`src/hpc_pkg.sv`:
```
// Shared constants, tables and types for the Halton coordinate pipeline.
`timescale 1ns / 1ps
`default_nettype none
package hpc_pkg;

	localparam int HPC_INDEX_BITS  = 24;
	localparam int HPC_PRIME_COUNT = 25;
	localparam int HPC_TABLE_SIZE  = 25;
	localparam int HPC_DIV_BITS    = 4;
	localparam int HPC_DIV_STAGES  = 32 / HPC_DIV_BITS;

	localparam logic [6:0] HPC_PRIMES [HPC_TABLE_SIZE] = '{
		7'd2, 7'd3, 7'd5, 7'd7, 7'd11, 7'd13, 7'd17, 7'd19, 7'd23, 7'd29,
		7'd31, 7'd37, 7'd41, 7'd43, 7'd47, 7'd53, 7'd59, 7'd61, 7'd67, 7'd71,
		7'd73, 7'd79, 7'd83, 7'd89, 7'd97
	};

	// floor(2^32 / prime), used for the quotient estimate of each digit
	localparam logic [31:0] HPC_RECIP [HPC_TABLE_SIZE] = '{
		32'd2147483648, 32'd1431655765, 32'd858993459, 32'd613566756,
		32'd390451572,  32'd330382099,  32'd252645135, 32'd226050910,
		32'd186737708,  32'd148102320,  32'd138547332, 32'd116080197,
		32'd104755299,  32'd99882960,   32'd91382282,  32'd81037118,
		32'd72796055,   32'd70409299,   32'd64103989,  32'd60492497,
		32'd58835168,   32'd54366674,   32'd51746593,  32'd48258059,
		32'd44278013
	};

	// Request data that rides alongside the arithmetic
	typedef struct packed {
		logic               bad;
		logic [6:0]         base;
		logic [31:0]        recip;
		logic signed [31:0] lower;
		logic signed [32:0] span;
	} hpc_side_t;

endpackage
`default_nettype wire

```
`src/hpc_digit.sv`:
```
// One base-b digit of the reversal: quotient estimate, correction, accumulate.
`timescale 1ns / 1ps
`default_nettype none
module hpc_digit #(
	parameter int M_W   = hpc_pkg::HPC_INDEX_BITS,
	parameter int DEN_W = hpc_pkg::HPC_INDEX_BITS + 7
) (
	input  wire                    clk,
	input  wire                    arst_n,
	input  wire                    en,
	input  wire                    in_vld,
	input  hpc_pkg::hpc_side_t     in_side,
	input  wire  [M_W-1:0]         in_m,
	input  wire  [DEN_W-1:0]       in_rev,
	input  wire  [DEN_W-1:0]       in_den,
	output logic                   out_vld,
	output hpc_pkg::hpc_side_t     out_side,
	output logic [M_W-1:0]         out_m,
	output logic [DEN_W-1:0]       out_rev,
	output logic [DEN_W-1:0]       out_den
);
	localparam int PW = M_W + 32;

	logic               vld_s1, vld_s2;
	hpc_pkg::hpc_side_t side_s1, side_s2;
	logic [M_W-1:0]     m_s1, m_s2, q0_s2, qb_s2;
	logic [PW-1:0]      prod_s1;
	logic [DEN_W-1:0]   rev_s1, den_s1, revb_s1, denb_s1;
	logic [DEN_W-1:0]   rev_s2, den_s2, revb_s2, denb_s2;
	logic               nz_s1, nz_s2;
	logic [M_W-1:0]     r_raw, r_fix, q_fix;

	always_ff @(posedge clk or negedge arst_n) begin
		if (!arst_n) begin
			vld_s1 <= 1'b0;
			vld_s2 <= 1'b0;
			out_vld <= 1'b0;
		end else if (en) begin
			vld_s1 <= in_vld;
			vld_s2 <= vld_s1;
			out_vld <= vld_s2;
		end
	end

	always_ff @(posedge clk) begin
		if (en) begin
			side_s1 <= in_side;
			m_s1    <= in_m;
			rev_s1  <= in_rev;
			den_s1  <= in_den;
			nz_s1   <= (in_m != '0);
			prod_s1 <= PW'(in_m) * PW'(in_side.recip);
			revb_s1 <= in_rev * DEN_W'(in_side.base);
			denb_s1 <= in_den * DEN_W'(in_side.base);

			side_s2 <= side_s1;
			m_s2    <= m_s1;
			rev_s2  <= rev_s1;
			den_s2  <= den_s1;
			nz_s2   <= nz_s1;
			revb_s2 <= revb_s1;
			denb_s2 <= denb_s1;
			q0_s2   <= prod_s1[PW-1:32];
			qb_s2   <= prod_s1[PW-1:32] * M_W'(side_s1.base);
		end
	end

	// estimate is low by at most one: fix remainder and quotient
	always_comb begin
		r_raw = m_s2 - qb_s2;
		if (r_raw >= M_W'(side_s2.base)) begin
			r_fix = r_raw - M_W'(side_s2.base);
			q_fix = q0_s2 + M_W'(1);
		end else begin
			r_fix = r_raw;
			q_fix = q0_s2;
		end
	end

	always_ff @(posedge clk) begin
		if (en) begin
			out_side <= side_s2;
			if (nz_s2) begin
				out_m   <= q_fix;
				out_rev <= revb_s2 + DEN_W'(r_fix);
				out_den <= denb_s2;
			end else begin
				out_m   <= m_s2;
				out_rev <= rev_s2;
				out_den <= den_s2;
			end
		end
	end

endmodule
`default_nettype wire

```
`config.mk`:
```
export PLATFORM = sky130hd
export DESIGN_NAME = hpc_digit
export DESIGN_NICKNAME = d
export VERILOG_FILES = /design/src/hpc_pkg.sv /design/src/hpc_digit.sv
export SDC_FILE = /design/constraint.sdc
export NUM_CORES = 2
export LEC_CHECK = 0
export ABC_AREA = 1
export BUFFER_PORTS_ARGS = -buffer_cell sky130_fd_sc_hd__buf_2
export CORE_UTILIZATION = 60
export DETAILED_ROUTE_END_ITERATION = 10
export GPL_TIMING_DRIVEN = 0
export PLACE_DENSITY = 0.8
export SYNTH_ARGS = -nofsm -noshare
export SYNTH_HDL_FRONTEND = slang
export SYNTH_SLANG_ARGS = --single-unit
```
`constraint.sdc`:
```
create_clock -name clk -period 7.1 [get_ports clk]
set_clock_uncertainty 0.05 [all_clocks]
set_input_delay 0.355 -clock clk [delete_from_list [all_inputs] [get_ports clk]]
set_output_delay 0.355 -clock clk [all_outputs]
set_load 0.02 [all_outputs]
```
==> results.py <==
metrics = {
    "layout": {
        "final_layout_size_suffix_gt1_share_pct": 8.08,
        "syn_to_final_growth_pct": 12.2,
        "reg_top3": "out_side: 105 flops, side_s1: 105 flops, side_s2: 105 flops",
        "nNetsFinal": 9464,
    },
    "synthesis": {
        "synth-edff-count": 771,
        "syn_area_per_cell_um2": 9.49,
        "syn_nets": 8840,
        "ys_types": 51,
        "synthCells": 7302,
        "syn_area_mm2": 0.0693,
        "ys.flop_type": "edfxtp_1",
        "async_flop_share_pct": 0.388,
        "ys_ff_latch": 774,
        "yosysSeqAreaShare_pct": 33.5,
        "yosys_warnings": 0,
    },
    "sta": {
        "timing.final.crit_share_pct": 99.9,
        "hold_viol_final": 0,
        "post-route-min-period_ns": 7.09,
        "rsz0062_at_grt": "false",
        "fin_ws_ns": 0.00767,
        "finalSetupViolCount": 0,
        "fmax_mhz": 141,
        "finalSetupTns_ns": 0,
        "final_max_slew_viol_count": 0,
        "worst_pin_slew_ns": 1.16,
        "relSlewSlack_pct": 22.8,
        "hold_ws_ns": 0.0343,
    },
    "floorplan": {
        "start_util_pct": 60.5,
        "die_w_um": 342,
        "die_h_um": 342,
        "io-pin-count": 387,
        "die-area_mm2": 0.117,
        "rows": 124,
        "core_mm2": 0.115,
    },
    "routing": {
        "viasPerCell": 5.58,
        "routedWlPerCell_um": 21.8,
        "totalWireLength_um": 207000,
        "drtAntennaViolNets": 0,
        "drt_pass1_iterations": 9,
        "drc": 140,
        "drtIter0Drc": 5183,
        "vias": 53076,
    },
    "hold_path": {
        "min_from": "in_den[20]",
        "hold_depth": 1,
        "hold_class": "input port to flop",
        "min_to": "den_s1[20]$_DFFE_PP_",
    },
    "cts": {
        "cts_tree": "yes",
        "cts_max_level": 3,
        "clk_pin_slew_ns": 0.06,
        "worstSkewPairLatency_ns": 0.72,
        "clock-sinks": 774,
        "clockRootBuffer": "clkbuf_16",
        "cts_buffer_depth": 3,
        "numCtsBuffers": 82,
        "cts_setup_buffers": 0,
    },
    "outcome": {
        "outcome": "finished, violations left",
        "violations": "design-rule violations",
    },
    "global_route": {
        "grt_usage_pct": 36.3,
        "grt_pass1_wl_um": 315000,
        "antenna_found_initial": 13,
        "overflow": 0,
        "grt_max_degree": 132,
        "grt_pass1_vias": 54620,
    },
    "placement": {
        "gp_congestion": 1.05,
        "place.port_buffers": 386,
        "preCtsSetupSlack_ns": -1.32,
        "dpl.hpwl_um": 163000,
    },
    "setup_path": {
        "r2r_slack_ns": 0.69,
        "end_kind": "flop",
        "worstSetupPathType": "input port to flop",
        "ff2ff_path_depth": 31,
        "cp_max_fo": 10,
        "cp.arrival_ns": 7.46,
        "worstReg2RegEnd": "out_rev[20]$_DFFE_PP_",
        "worstPathRequired_ns": 7.47,
        "timing.rr.start": "m_s2[2]$_DFFE_PP_",
        "cp-start-kind": "input port",
    },
    "job": {
        "cap_viol_max_count": 0,
    },
}
[how the worst max path moves through the flow]
stage,start,end,slack (ns),depth (start not counted)
after CTS,in_m[14],prod_s1[46]$_DFFE_PP_,0.01,25
after detailed placement,in_m[11],prod_s1[46]$_DFFE_PP_,-1.32,23
after global placement,en,vld_s1$_DFFE_PN0P_,-6.39,2
after global routing,in_side[94],prod_s1[54]$_DFFE_PP_,0.003,24
final,in_side[78],prod_s1[46]$_DFFE_PP_,0.008,22
after floorplan,in_m[9],prod_s1[46]$_DFFE_PP_,0.81,24
[cells by family (layout without fill, tap and decap cells)]
logic type	count (synthesis)	in the layout	share of synthesized area, %
other	0	8	0
flip-flops	774	774	33.5
buffers and inverters	2001	2692	10.9
multiplexers	1	1	0.0162
AND/OR/NAND/NOR	2553	2553	14.7
XOR/XNOR	162	162	2.05
adder cells (fa/ha/maj)	1343	1343	35.1
AO/OA/AOI/OAI	468	468	3.75
[layer usage]
layer / share of wire [%] / vias to the layer above / GRT usage [%] / wire length (um)
li1: - / 23332 / - / -
met1: 38 / 25946 / 47.6 / 77800
met2: 45 / 3098 / 56.1 / 92600
met3: 12 / 698 / 9.07 / 24500
met4: 5.9 / 2 / 18.9 / 12300
met5: 0.0063 / - / 0 / 13
[critical path, stage by stage]
cell	delay, ns
buf_2	0.27
clkbuf_1	0.90
nand2_1	0.13
inv_1	0.15
fa_1	0.45
fa_1	0.45
fa_1	0.56
fa_1	0.44
fa_1	0.49
fa_1	0.51
inv_1	0.06
fa_1	0.49
inv_1	0.05
ha_1	0.56
nand2_1	0.18
nor2_1	0.19
inv_1	0.12
nor4_2	0.39
nand4_1	0.19
nand3_1	0.27
a21oi_1	0.12
xnor2_1	0.14
[cell type report]
| type | instances | area [um2] |
|---|---|---|
| Clock buffer | 95 | 2140 |
| Antenna cell | 8 | 20.0 |
| Timing Repair Buffer | 561 | 3800 |
| Fill cell | 8925 | 36700 |
| Tap cell | 1512 | 1890 |
| Clock inverter | 56 | 551 |
| Multi-Input combinational cell | 4527 | 38600 |
| Buffer | 219 | 992 |
| Inverter | 1761 | 6610 |
| Sequential cell | 774 | 23200 |
[synthesized netlist by cell type (4+ instances only)]
cell type	instances	area [um2]
nand2_1	2031	7620
inv_1	1747	6560
fa_1	1006	20100
edfxtp_1	771	23200
ha_1	337	4220
nor2_1	230	863
clkbuf_1	226	848
a21oi_1	224	1120
nand3_1	152	761
o21ai_0	137	686
xor2_1	96	841
xnor2_1	66	578
nand4_1	38	238
nor3_1	27	135
a31oi_1	21	131
nor4_1	17	106
o21bai_1	16	120
o21a_1	15	113
a21o_1	14	105
nand3b_1	14	105
inv_2	11	41.3
o211ai_1	11	82.6
nand2_2	10	62.6
a21boi_0	9	67.6
nor2_2	9	56.3
buf_1	7	26.3
or2_2	7	43.8
buf_6	5	56.3
a221oi_1	4	35.0
and3_1	4	25.0
o2111ai_1	4	35.0
[per-stage QoR]
step / cells / utilization [%] / instance area, um2
2_1_floorplan: 7302 / - / 69300
3_3_place_gp: 9200 / 63.9 / 73100
3_5_place_dp: 9206 / 64.0 / 73300
4_1_cts: 9511 / 67.9 / 77700
5_1_grt: 9510 / 67.9 / 77800
6_report: 9513 / 67.9 / 77800
[timing repair]
action                                 in CTS  in global routing
endpoints found under the hold margin     196                  0
gates resized for setup                    51                 73
hold buffers                              169                  0
setup endpoints to repair                  21                 14
[cell usage in the layout (no fill, tap or decap), drive strengths merged, types with 96 or more instances in the layout]
cell,netlist,routed
nand2,2041,2041
buf,14,408
dlygate4sd3,0,169
fa,1006,1006
xor2,96,96
a21oi,224,224
ha,337,337
edfxtp,771,771
clkbuf,226,296
o21ai,139,139
nand3,156,156
inv,1758,1763
nor2,242,242
Power is not shown: default switching activity piles up to over one toggle a cycle in this logic, so the estimate is an artifact.
