`src/hpc_pkg.sv`:
```
// Shared constants, tables and types for the Halton coordinate pipeline.
`timescale 1ns / 1ps
`default_nettype none
package hpc_pkg;

	localparam int HPC_INDEX_BITS  = 24;
	localparam int HPC_PRIME_COUNT = 25;
	localparam int HPC_TABLE_SIZE  = 25;
	localparam int HPC_DIV_BITS    = 4;
	localparam int HPC_DIV_STAGES  = 32 / HPC_DIV_BITS;

	localparam logic [6:0] HPC_PRIMES [HPC_TABLE_SIZE] = '{
		7'd2, 7'd3, 7'd5, 7'd7, 7'd11, 7'd13, 7'd17, 7'd19, 7'd23, 7'd29,
		7'd31, 7'd37, 7'd41, 7'd43, 7'd47, 7'd53, 7'd59, 7'd61, 7'd67, 7'd71,
		7'd73, 7'd79, 7'd83, 7'd89, 7'd97
	};

	// floor(2^32 / prime), used for the quotient estimate of each digit
	localparam logic [31:0] HPC_RECIP [HPC_TABLE_SIZE] = '{
		32'd2147483648, 32'd1431655765, 32'd858993459, 32'd613566756,
		32'd390451572,  32'd330382099,  32'd252645135, 32'd226050910,
		32'd186737708,  32'd148102320,  32'd138547332, 32'd116080197,
		32'd104755299,  32'd99882960,   32'd91382282,  32'd81037118,
		32'd72796055,   32'd70409299,   32'd64103989,  32'd60492497,
		32'd58835168,   32'd54366674,   32'd51746593,  32'd48258059,
		32'd44278013
	};

	// Request data that rides alongside the arithmetic
	typedef struct packed {
		logic               bad;
		logic [6:0]         base;
		logic [31:0]        recip;
		logic signed [31:0] lower;
		logic signed [32:0] span;
	} hpc_side_t;

endpackage
`default_nettype wire

```
`src/hpc_div.sv`:
```
// One stage of the restoring division rev / den, HPC_DIV_BITS (4) quotient bits per stage.
`timescale 1ns / 1ps
`default_nettype none
module hpc_div #(
	parameter int DEN_W = hpc_pkg::HPC_INDEX_BITS + 7
) (
	input  wire                    clk,
	input  wire                    arst_n,
	input  wire                    en,
	input  wire                    in_vld,
	input  hpc_pkg::hpc_side_t     in_side,
	input  wire  [DEN_W-1:0]       in_rem,
	input  wire  [DEN_W-1:0]       in_den,
	input  wire  [31:0]            in_frac,
	output logic                   out_vld,
	output hpc_pkg::hpc_side_t     out_side,
	output logic [DEN_W-1:0]       out_rem,
	output logic [DEN_W-1:0]       out_den,
	output logic [31:0]            out_frac
);
	logic [DEN_W:0] r_t;
	logic [31:0]    f_t;

	always_comb begin
		r_t = {1'b0, in_rem};
		f_t = in_frac;
		for (int i = 0; i < hpc_pkg::HPC_DIV_BITS; i++) begin
			r_t = {r_t[DEN_W-1:0], 1'b0};
			f_t = {f_t[30:0], 1'b0};
			if (r_t >= {1'b0, in_den}) begin
				r_t    = r_t - {1'b0, in_den};
				f_t[0] = 1'b1;
			end
		end
	end

	always_ff @(posedge clk or negedge arst_n) begin
		if (!arst_n) begin
			out_vld <= 1'b0;
		end else if (en) begin
			out_vld <= in_vld;
		end
	end

	always_ff @(posedge clk) begin
		if (en) begin
			out_side <= in_side;
			out_rem  <= r_t[DEN_W-1:0];
			out_den  <= in_den;
			out_frac <= f_t;
		end
	end

endmodule
`default_nettype wire

```
`config.mk`:
```
export PLATFORM = sky130hd
export DESIGN_NAME = hpc_div
export DESIGN_NICKNAME = d
export VERILOG_FILES = /design/src/hpc_pkg.sv /design/src/hpc_div.sv
export SDC_FILE = /design/constraint.sdc
export NUM_CORES = 1
export LEC_CHECK = 0
export BUFFER_PORTS_ARGS = -buffer_cell sky130_fd_sc_hd__buf_2
export CORE_ASPECT_RATIO = 1.2
export CORE_MARGIN = 3
export CORE_UTILIZATION = 47
export CTS_CLUSTER_SIZE = 8
export DETAILED_ROUTE_END_ITERATION = 6
export PLACE_DENSITY_LB_ADDON = 0.2
export SLEW_MARGIN = 30
export SYNTH_ARGS = -nofsm -noshare
export SYNTH_HDL_FRONTEND = slang
export SYNTH_SLANG_ARGS = --single-unit
```
`constraint.sdc`:
```
create_clock -name clk -period 1.2 [get_ports clk]
set_input_delay 0.06 -clock clk [delete_from_list [all_inputs] [get_ports clk]]
set_output_delay 0.06 -clock clk [all_outputs]
set_load 0.01 [all_outputs]
```
==> impl_metrics.csv, run 1 <==
group,metric,value,unit
critical_path,cp_data_required_time,1.39,ns
yosys,synth_edf_count,199,
timing,setup_viol,48,
floorplan,die_h,194,microns
yosys,synth.area.top_cells,"edfxtp_1 43%, ha_1 11%, mux2_2 5.3%",
yosys,yosys.area.top_type,"edfxtp_1",
timing,timing.fmax,101,MHz
floorplan,ios,403,
drt,ant_nets,0,
yosys,syn_area_per_cell,10.8,sq um
cells_and_area,n_fill_cell,1638,
placement,io_buffers,398,
flow_run,drv_cap,0,
cells_and_area,layout.nets,2728,
pwr,p_total,69.6,mW
cells_and_area,fin_area,0.0237,sq mm
timing,hold_violations,0,
floorplan,placementRows,68,
critical_path,critPathKind,"input port to register",
critical_path,cp_max_fo,13,
cts,cts-buffers-inserted,17,
cts,cts_tree,"done",
worst_hold_path,hp-start,"en",
cts,clk-insertion-delay-late,0.46,ns
drt,wl_per_cell,24.0,microns
floorplan,die-area,0.0315,sq mm
cells_and_area,syn_to_final_growth,71.3,%
cells_and_area,finish.utilization,0.821,
yosys,ys_async_sr_fraction,0.00500,
timing,rsz0062_at_grt,"yes",
pwr,vdd_drop_max,0.00199,V
floorplan,start_util,0.479,
yosys,synth_top_area_frac,0.433,
floorplan,dieWidth,163,microns
timing,period_share,8.27,
critical_path,max_stage_delay,0.43,ns
yosys,post-synth-top-count-cell,"edfxtp_1",
run_status,violations,"setup timing",
timing,relSlewSlack,0.655,
pwr,p_leak,11.0,nW
cts,cts.path.max_buffers,2,
timing,worst_pin_slew,0.503,ns
grt,grt_max_degree,37,
timing,layout_min_cycle_time,9.92,ns
critical_path,cp-end-kind,"register",
placement,place.gp.congestion,0.978,
drt,drt-initial-drc-count,1738,
run_status,status,"finished, violations left",
yosys,synthCells,1278,
worst_hold_path,hold_end,"out_side[73]",
critical_path,crit_start,"in_den[12]",
placement,dp_slack,-9.54,ns
grt,grt_pass1_wl,93700,microns
critical_path,cp-start-kind,"input port",
critical_path,rrSetupSlack,0.41,ns
critical_path,r2r_start,"out_vld",
cts,clkTransAtPathRegs,0.08,ns
grt,grt_usage,0.389,
cells_and_area,layout-drive-gt1-share,0.503,
drt,drt_wl_total,67200,microns
cts,h-tree-depth,4,
critical_path,reg2reg_depth,1,
yosys,synth_ff_type,"edfxtp_1",
critical_path,cp.arrival,10.11,ns
timing,drv_slew,0,
worst_hold_path,hold_path.class,"input port to register",
drt,drc_errors,0,
yosys,syn-cell-area,0.0138,sq mm
placement,dp.final_hpwl,44900,microns
critical_path,regToRegEndpoint,"out_vld",
cts,cts_root_buffer,"clkbuf_16",
drt,vias,16400,
critical_path,cpMaxStageDelayCell,"mux2i_1",
timing,skew,0,ns
cts,cts_sinks,200,
pwr,p_per_area,2940,mW/mm^2
drt,routed_via_density,5.85,
yosys,synth_fp_nets,1603,
yosys,yosys_warnings,0,
worst_hold_path,holdPathStages,1,
drt,drtPass1Iterations,6,
timing,setup_slack,-8.72,ns
placement,place_area,0.0204,sq mm
floorplan,core_area,0.0288,sq mm
grt,antenna_found_initial,5,
yosys,ys_types,87,
yosys,synth_common_cells,"199 x edfxtp_1, 121 x ha_1, 106 x a21oi_1",
grt,grt_pass1_vias,16000,
yosys,synth_seq_cells,200,
yosys,ys_seq_area_frac,0.434,
grt,overflow,0,
## metrics by stage
| stage | hold slack (ns) | TNS, ns | instances |
|---|---|---|---|
| detailed placement | -0.164 | -315.98 | 2556 |
| finish | 0.0240 | -282.45 | 2802 |
| floorplan | -0.236 | -276.91 | 1278 |
| global route | 0.0293 | -289.62 | 2801 |
| CTS | 0.0270 | -269.95 | 2760 |
| global placement | -0.165 | -310.81 | 2556 |
## cell usage in the layout, fill, tap and decap left out, types with 7 or more instances in the layout
cell,n
a211oi_1,10
a211oi_2,9
a21o_1,44
a21oi_1,88
a21oi_2,16
a31oi_1,8
and2_1,8
and3_1,11
buf_2,389
buf_4,554
buf_6,10
clkbuf_16,18
dlygate4sd3_1,166
edfxtp_1,199
ha_1,88
ha_4,32
inv_1,55
inv_2,7
mux2_2,54
mux2_4,12
mux2i_1,15
nand2_1,80
nand2b_1,9
nand3_1,20
nand4_1,15
nor2_1,80
nor2b_1,11
nor3_1,18
o211ai_1,13
o21a_1,23
o21ai_0,49
o21ai_1,17
o21ai_2,8
o21bai_1,17
xnor2_1,65
xor2_1,33
## worst max-delay path by stage
stage | end | slack, ns | cells after the start
3_3_place_gp | out_rem[26] | -9.39 | 43
6_report | out_rem[12] | -8.72 | 48
3_5_place_dp | out_rem[26] | -9.54 | 43
2_1_floorplan | out_rem[26] | -8.52 | 53
4_1_cts | out_rem[30] | -8.20 | 47
5_1_grt | out_rem[12] | -8.84 | 49
## state kept, by name (all words and copies together) (netlist names)
name	cells
out_den	31
out_side	105
out_frac	32
out_vld	1
out_rem	31
## layer usage
metal	vias to the layer above	GRT usage	wire length, microns	part of all wire
met4	4	0.204	5130	0.076
li1	7107	-	-	-
met5	-	0	55	0.00082
met3	356	0.0853	6950	0.10
met2	1217	0.644	30800	0.46
met1	7719	0.473	24200	0.36
## area by class of cell
class                   count  area, sq um  area share
repair inverters            2         20.0    0.000846
repair buffers           1130         8080       0.341
clock inverters            13          120     0.00507
inverters                  70          307      0.0129
clock buffers              17          425      0.0180
multi-input cells         982         8230       0.348
well taps                 385          482      0.0203
diodes                      3         7.51    0.000317
flip-flops and latches    200         6000       0.253
## critical path: cells and delay by family
family | cells | cell delay (ns)
AO/OA/AOI/OAI | 20 | 4.17
multiplexers | 5 | 1.69
AND/OR/NAND/NOR | 8 | 1.59
buffers and inverters | 11 | 1.50
adder cells (fa/ha/maj) | 4 | 1.03
## power by group
part / internal [mW] / switching (mW)
registers: 9.93 / 0.650
clock network: 2.70 / 2.91
logic: 26.2 / 27.1
total: 38.9 / 30.7
## logic make-up after synthesis
group,count (synthesis),synth area share
AO/OA/AOI/OAI,384,0.189
AND/OR/NAND/NOR,291,0.100
flip-flops,200,0.434
adder cells (fa/ha/maj),122,0.111
XOR/XNOR,99,0.0633
buffers and inverters,96,0.0333
multiplexers,86,0.0688
## repair_timing
action / CTS / global route
hold endpoints to repair: 165 / 0
hold buffers: 166 / 0
endpoints found under the setup margin: 47 / 46
pin swaps: 22 / 31
setup buffers: 8 / 37
resized for setup: 43 / 106
gates cloned: 0 / 3
(Power assumes the default switching activity.)
==> inputs of run 2 (changes only) <==
==> constraint.sdc (replaced) <==
create_clock -name clk -period 9.3 [get_ports clk]
set_input_delay 0.465 -clock clk [delete_from_list [all_inputs] [get_ports clk]]
set_output_delay 0.465 -clock clk [all_outputs]
set_load 0.01 [all_outputs]
==> impl_metrics.csv, run 2 (synthesis gave the netlist of run 1 again) <==
group,metric,value,unit
critical_path,crit_top_cell,"buf_4",
flow_run,drv_cap,0,
timing,setup_viol,32,
cells_and_area,syn_to_final_growth,54.8,%
critical_path,crit_buf_inv,11,
timing,whs,0.199,ns
drt,wl_per_cell,21.2,microns
timing,drv_slew,0,
critical_path,cp-end-kind,"register",
floorplan,start_util,0.479,
cts,cts-buffers-inserted,17,
timing,rsz0062_at_grt,"yes",
pwr,p_per_area,374,mW/mm^2
critical_path,reg2reg_depth,1,
run_status,status,"finished, violations left",
cts,cts_root_buffer,"clkbuf_16",
timing,skew,0,ns
cells_and_area,layout-drive-gt1-share,0.518,
cells_and_area,fin_area,0.0214,sq mm
cells_and_area,finish.utilization,0.741,
floorplan,core_area,0.0288,sq mm
cells_and_area,n_fill_cell,2066,
cts,h-tree-depth,4,
cts,cts.path.max_buffers,2,
critical_path,max_stage_delay,0.43,ns
cells_and_area,layout.nets,2527,
timing,layout_min_cycle_time,9.93,ns
cts,cts_tree,"done",
drt,ant_nets,0,
placement,dp.final_hpwl,44500,microns
cts,clkTransAtPathRegs,0.08,ns
critical_path,critPathKind,"input port to register",
timing,timing.fmax,101,MHz
placement,place.gp.congestion,0.987,
placement,place_area,0.0202,sq mm
worst_hold_path,hold_path.class,"input port to register",
cts,cts_sinks,200,
grt,grt_pass1_vias,14100,
timing,relSlewSlack,0.385,
cells_and_area,stdcell_count,2603,
cells_and_area,mostFrequentLayoutCells,"527 x buf_4, 397 x buf_2, 199 x edfxtp_1",
grt,grt_usage,0.334,
pwr,vdd_drop_max,0.000294,V
grt,overflow,0,
timing,worst_pin_slew,0.923,ns
worst_hold_path,hold_end,"out_side[7]",
cells_and_area,reg.largest.list,"out_side: 105 flops, out_frac: 32 flops",
run_status,violations,"setup timing",
worst_hold_path,holdPathStages,1,
pwr,p_leak,10.1,nW
timing,setup_slack,-0.631,ns
floorplan,ios,403,
grt,grt_pass1_wl,80500,microns
critical_path,cp_top_family,"compound AO/OA/AOI/OAI gates",
critical_path,rrSetupSlack,8.51,ns
critical_path,cp.arrival,10.10,ns
pwr,p_total,7.99,mW
critical_path,cp-start-kind,"input port",
cells_and_area,final_common_cell,"buf_4",
drt,drt_wl_total,55200,microns
drt,routed_via_density,5.51,
floorplan,die_h,194,microns
timing,fin_tns_setup,-17.67,ns
grt,grt_max_degree,127,
placement,dp_cells,2541,
critical_path,cp_max_fo,28,
drt,drtPass1Iterations,5,
placement,io_buffers,398,
grt,antenna_found_initial,6,
drt,vias,14300,
critical_path,r2r_start,"out_vld",
timing,hold_violations,0,
drt,drc_errors,0,
cells_and_area,largest_register_ffs,105,
cts,clk-insertion-delay-late,0.43,ns
cells_and_area,largest_register,"out_side",
worst_hold_path,hp-start,"in_side[7]",
floorplan,dieWidth,163,microns
floorplan,placementRows,68,
critical_path,cpMaxStageDelayCell,"a2111oi_4",
drt,drt-initial-drc-count,1141,
critical_path,cp_data_required_time,9.47,ns
placement,dp_slack,-1.51,ns
critical_path,regToRegEndpoint,"out_vld",
floorplan,die-area,0.0315,sq mm
timing,period_share,1.07,
[run 2: area by class of cell]
| cell class | instances | area [sq um] | area share |
|---|---|---|---|
| clock inverters | 13 | 114 | 0.00532 |
| inverters | 70 | 294 | 0.0137 |
| repair buffers | 931 | 6070 | 0.284 |
| well taps | 385 | 482 | 0.0225 |
| multi-input cells | 982 | 7980 | 0.373 |
| diodes | 5 | 12.5 | 0.000585 |
| clock buffers | 17 | 425 | 0.0199 |
| flip-flops and latches | 200 | 6000 | 0.281 |
[run 2: power breakdown]
group	internal [mW]	switching, mW	total, mW
Combinational	3.12	2.81	5.93
Sequential	1.28	0.0603	1.34
Clock	0.349	0.369	0.717
[run 2: metal layers]
metal  vias to the layer above  share of wire  global-route usage
met2                       639           0.48               0.559
met4                         0          0.035               0.114
met5                         -              0                   0
met1                      6885           0.41               0.441
met3                        97          0.075              0.0534
li1                       6710              -                   -
[run 2: worst max path at each step]
stage,from,end,depth (start not counted)
2_1_floorplan,in_den[0],out_rem[26],53
3_5_place_dp,in_den[13],out_rem[8],46
3_3_place_gp,in_den[13],out_rem[26],45
6_report,in_den[23],out_rem[8],49
4_1_cts,in_den[0],out_rem[26],46
5_1_grt,in_den[0],out_rem[8],50
[run 2: what timing repair did]
item                                    4_1_cts  5_1_grt
buffers inserted                             16        8
pin swaps                                    20       17
endpoints found under the setup margin       32       32
cloned                                        1        0
hold buffers                                  1        0
endpoints found under the hold margin         1        0
gates resized for setup                      47       25
